==> src/hdl/assert_macros.svh <==
// assertion helpers shared by the rtl
`ifndef ASSERT_MACROS_SVH
`define ASSERT_MACROS_SVH

// same-cycle implication
`define BSC_ASSERT_IMP(label, clk, rst_n, a, c) \
	label: assert property (@(posedge clk) disable iff (!rst_n) (a) |-> (c)) \
		else $error("assertion failed");

// next-cycle implication
`define BSC_ASSERT_NXT(label, clk, rst_n, a, c) \
	label: assert property (@(posedge clk) disable iff (!rst_n) (a) |=> (c)) \
		else $error("assertion failed");

`endif

==> src/hdl/bsc_pkg.sv <==
package bsc_pkg;

	localparam int DW       = 64;
	localparam int MUL_LAT  = 2;
	localparam int DIV_LAT  = DW + 2;
	localparam int FRONT_LAT = 12;
	localparam int BACK_LAT  = 8;
	localparam int LAT      = FRONT_LAT + DIV_LAT + BACK_LAT;

	localparam int C_FINE_OFS = 128000;
	localparam int C_P_BASE   = 1048576;
	localparam int C_P_SCALE  = 3125;
	localparam int SH_P4      = 35;
	localparam int SH_P5      = 17;
	localparam int SH_ONE     = 47;

	typedef enum logic [2:0] {
		REG_TEMP_CAL   = 3'd0,
		REG_PRESS_LO   = 3'd1,
		REG_PRESS_HI   = 3'd2,
		REG_PRESS_LAST = 3'd3
	} reg_idx_t;

endpackage

==> src/hdl/bsc_mul.sv <==
// x times y modulo 2^64, two stages
module bsc_mul import bsc_pkg::*; #(
	parameter int YW = 17
) (
	input  logic                 clk,
	input  logic                 en,
	input  logic [DW-1:0]        x,
	input  logic signed [YW-1:0] y,
	output logic [DW-1:0]        p
);

	localparam int HW = DW / 2;
	localparam int LW = HW + 1 + YW;

	logic signed [LW-1:0] lo_s1;
	logic [HW-1:0]        hi_s1;
	logic [HW-1:0]        ysx;
	logic [DW-1:0]        p_s2;

	assign ysx = {{(HW-YW){y[YW-1]}}, y};

	always_ff @(posedge clk) begin
		if (en) begin
			lo_s1 <= $signed({1'b0, x[HW-1:0]}) * y;
			hi_s1 <= x[DW-1:HW] * ysx;
			p_s2  <= {{(DW-LW){lo_s1[LW-1]}}, lo_s1} + {hi_s1, {HW{1'b0}}};
		end
	end

	assign p = p_s2;

endmodule

==> config.mk <==
export PLATFORM = sky130hd
export DESIGN_NAME = bsc_mul
export DESIGN_NICKNAME = d
export VERILOG_FILES = /design/src/hdl/assert_macros.svh /design/src/hdl/bsc_pkg.sv /design/src/hdl/bsc_mul.sv
export SDC_FILE = /design/constraint.sdc
export NUM_CORES = 2
export LEC_CHECK = 0
export BUFFER_PORTS_ARGS = -buffer_cell sky130_fd_sc_hd__clkbuf_2
export CORE_ASPECT_RATIO = 1.2
export CORE_MARGIN = 2
export CORE_UTILIZATION = 30
export DETAILED_ROUTE_END_ITERATION = 8
export PLACE_DENSITY = 0.47
export SETUP_SLACK_MARGIN = 0.5
export SYNTH_ARGS = -nofsm -noshare
export SYNTH_HDL_FRONTEND = slang
export SYNTH_SLANG_ARGS = --single-unit
==> constraint.sdc <==
create_clock -name clk -period 19.8 [get_ports clk]
set_input_delay 1.98 -clock clk [delete_from_list [all_inputs] [get_ports clk]]
set_output_delay 1.98 -clock clk [all_outputs]
set_load 0.02 [all_outputs]
==> summary.txt <==
Outcome
  • Status: finished, final reports clean

Global route
  • Grt ovf: 0
  • First-pass GRT wire length: 154000 µm
  • Global-route usage over all layers: 0.164
  • Largest net degree at the start of global routing: 65
  • Number of global-route vias before repair: 27000
  • Initial antenna violation count: 4

Timing
  • Slew headroom: 0.433
  • Final worst path period share: 0.449
  • Setup tns final: 0 ns
  • Worst Max-Slew Pin Slew: 0.850 ns
  • RSZ-0062 raised after global routing: no
  • Final Hold Viols: 0
  • Fin. max-slew vios: 0
  • Min Tclk post-route: roughly 8.9 ns
  • Maximum clock frequency: approximately 110 MHz
  • Fin Clk Skew: ~0.011 ns
  • Final setup fails: 0

Yosys
  • Cell area after synthesis: between 0.03 and 0.04 mm²
  • Register area share after synthesis: 0.123
  • Post-synthesis cell count: 3775
  • YS warnings: 0
  • Share of the synthesized area in the top cell type: 0.433
  • Yosys cell types: 56
  • Asr flop ratio synth: 0
  • Synth Register Bits: 146
  • Main synth FF type: edfxtp_1
  • Synth top area cells: fa_1 43%, edfxtp_1 12%, ha_1 10%
  • Number of synthesized flops with an enable pin: 146
  • Net Count, Synth: 4911
  • Area leader, netlist: fa_1
  • Syn_area_per_cell: 9.43 µm²

Floorplanning
  • I/O pin total: 147
  • Area of the core: 0.118 mm²
  • Cell row count: 138
  • Die H: 381 µm
  • Die Width: around 320 µm
  • Die ar.: 0.121 mm²
  • Starting density of the core: 0.302

Clock tree
  • Clock Latency Late Sink: 0.50 ns
  • TritonCTS buffer count: 17
  • H-Tree Depth: 4
  • CTS Sinks: 146
  • Setup bufs post-CTS: 0
  • Clk slew on worst S/H paths: 0.07 ns
  • Max Buffers Root-to-Sink: 2
  • Root buffer cell: clkbuf_16
  • CTS resizes: 0
  • CTS tree: built
  • Hold-fix buffers at CTS: 0

Routing
  • DR vias/cell: between 4 and 5
  • Starting DRT DRC Count: 1101
  • DRC: 0
  • Avg WL per Cell: around 18 µm
  • First drt pass iteration count: 5
  • WL final: 95000 µm
  • DR vias: 24700
  • Antenna-violating nets left: 0

Layout
  • Layout net count: about 4900
  • Layout cells sized above 1: 0.0577
  • Area delta synth->final: 8.13%
  • Filler Cell Count: 12400

Setup path
  • FF-to-FF End: p[63]
  • RR Startpoint: lo_s1[39]
  • CP Max Fanout: between 50 and 60
  • Buf+Inv Stages, Crit Path: 5
  • Largest delay share family, worst path: adder cells
  • Top cell by count, worst path: fa_1
  • Worst-path cell chain: clkbuf_2 > buf_4 > nand2_1 > fa_1 > inv_1 > fa_1 > fa_1 > fa_1 > fa_1 > inv_1 > fa_1 > inv_1 > ha_1 > a21o_1 > o21a_1 > a311oi_1 > a21oi_1 > o311ai_1 > a21o_1 > a22o_2 > o21ai_0 > a21oi_1 > xnor2_1
  • Critical Path RT: 20.04 ns
  • CP max stage cell: o311ai_1
  • Critical path arrival: 9.13 ns
  • Critical path class: in -> reg
  • Setup crit end kind: register
  • Startpoint types: primary input
  • Worst reg2reg path depth: 11
  • R2R setup slack: 15.94 ns
  • Max incr delay on CP: ~0.77 ns

Place
  • RePlAce Congestion: 0.804
  • Post-DP HPWL: 74700 µm
  • Port bufs: ~150

Hold path
  • Hold endpoint: p[14]
  • Hold path start: lo_s1[14]
  • Hold Crit Class: reg -> reg
  • Worst Hold Path Cells: 0

Run
  • Maxcap violations: 0
==> final cells by class <==
| type | instances | area [µm²] | area share |
|---|---|---|---|
| antenna | 2 | 5.00 | 0.000130 |
| clock buffer | 17 | 425 | 0.0111 |
| clock inverter | 14 | 200 | 0.00520 |
| inverter | 865 | 3250 | 0.0844 |
| multi-input combinational | 2599 | 27300 | 0.710 |
| sequential | 146 | 4380 | 0.114 |
| tap | 1540 | 1930 | 0.0501 |
| timing repair buffer | 175 | 955 | 0.0248 |
==> logic make-up (layout without fill, tap and decap cells) <==
group           after synthesis  in the layout  synth area share
compound gates              274            274            0.0490
fa+ha+maj                  1053           1053             0.532
simple gates               1151           1151             0.157
flops                       146            146             0.123
buf+inv                    1030           1071             0.109
xor+xnor                    121            121            0.0298
other cells                   0              2                 0
==> worst register-to-register path, delay by kind of cell (launching register included) <==
family | cells | cell delay, ns
AND/OR/NAND/NOR | 3 | 0.97
AO/OA/AOI/OAI | 7 | 1.80
flip-flops | 1 | 0.43
adder cells (fa/ha/maj) | 1 | 0.41
==> state kept, by name, indices dropped and copies added (netlist names) <==
name   count
hi_s1     32
lo_s1     50
p         64
==> layer usage <==
metal  routed length, µm  share of wire  track usage  vias up
met5                  12        0.00013            0        -
met2               48500           0.51        0.293      381
met4                1740          0.018       0.0389        2
met1               42100           0.44        0.213    12900
li1                    -              -            -    11300
met3                2590          0.027       0.0163       88
==> cells in the mapped netlist (all sizes together) (22+ instances only) <==
library cell and instances:
xor2 22, and2 395, o21ai 52, clkbuf 165
a21oi 93, fa 769, xnor2 99, ha 284
nand2 555, edfxtp 146, nor2 82, nand2b 35
inv 865, a21o 45
==> worst max path at each step <==
stage,from,end,slack (ns),cells past startpoint
after global placement,y[9],lo_s1[43],10.56,23
after detailed placement,y[9],lo_s1[43],10.43,23
after CTS,y[9],lo_s1[43],11.00,23
final,y[9],lo_s1[43],10.91,23
after floorplan,y[4],lo_s1[43],11.63,24
after global routing,y[9],lo_s1[43],10.59,23
==> placed cells by master (no fill, tap or decap), drive strengths merged, types with 6 or more instances in the layout <==
| master | instances |
|---|---|
| inv | 870 |
| fa | 769 |
| nand2 | 555 |
| and2 | 395 |
| ha | 284 |
| clkbuf | 162 |
| edfxtp | 146 |
| xnor2 | 99 |
| a21oi | 93 |
| nor2 | 82 |
| o21ai | 52 |
| a21o | 45 |
| nand2b | 35 |
| buf | 30 |
| xor2 | 22 |
| nand3 | 18 |
| o21bai | 15 |
| nor3 | 12 |
| nor2b | 11 |
| and3 | 11 |
| nand4 | 10 |
| o21a | 10 |
| o31ai | 10 |
| a31oi | 8 |
| o211ai | 7 |
| or2 | 7 |
| a211oi | 6 |
| or3 | 6 |
==> per-stage QoR <==
step | area (µm²) | util | hold WS (ns) | instances | setup slack (ns)
2_1_floorplan | 35600 | - | 0.400 | 3775 | 11.63
3_3_place_gp | 37900 | 0.321 | 0.400 | 5325 | 10.56
3_5_place_dp | 37900 | 0.321 | 0.405 | 5325 | 10.43
4_1_cts | 38500 | 0.327 | 0.416 | 5356 | 11.00
5_1_grt | 38500 | 0.327 | 0.426 | 5357 | 10.59
6_report | 38500 | 0.327 | 0.419 | 5358 | 10.91
Power is left out: the tool's default activity adds up to more than one toggle a clock period on the data nets, which glitch-free logic cannot reach.
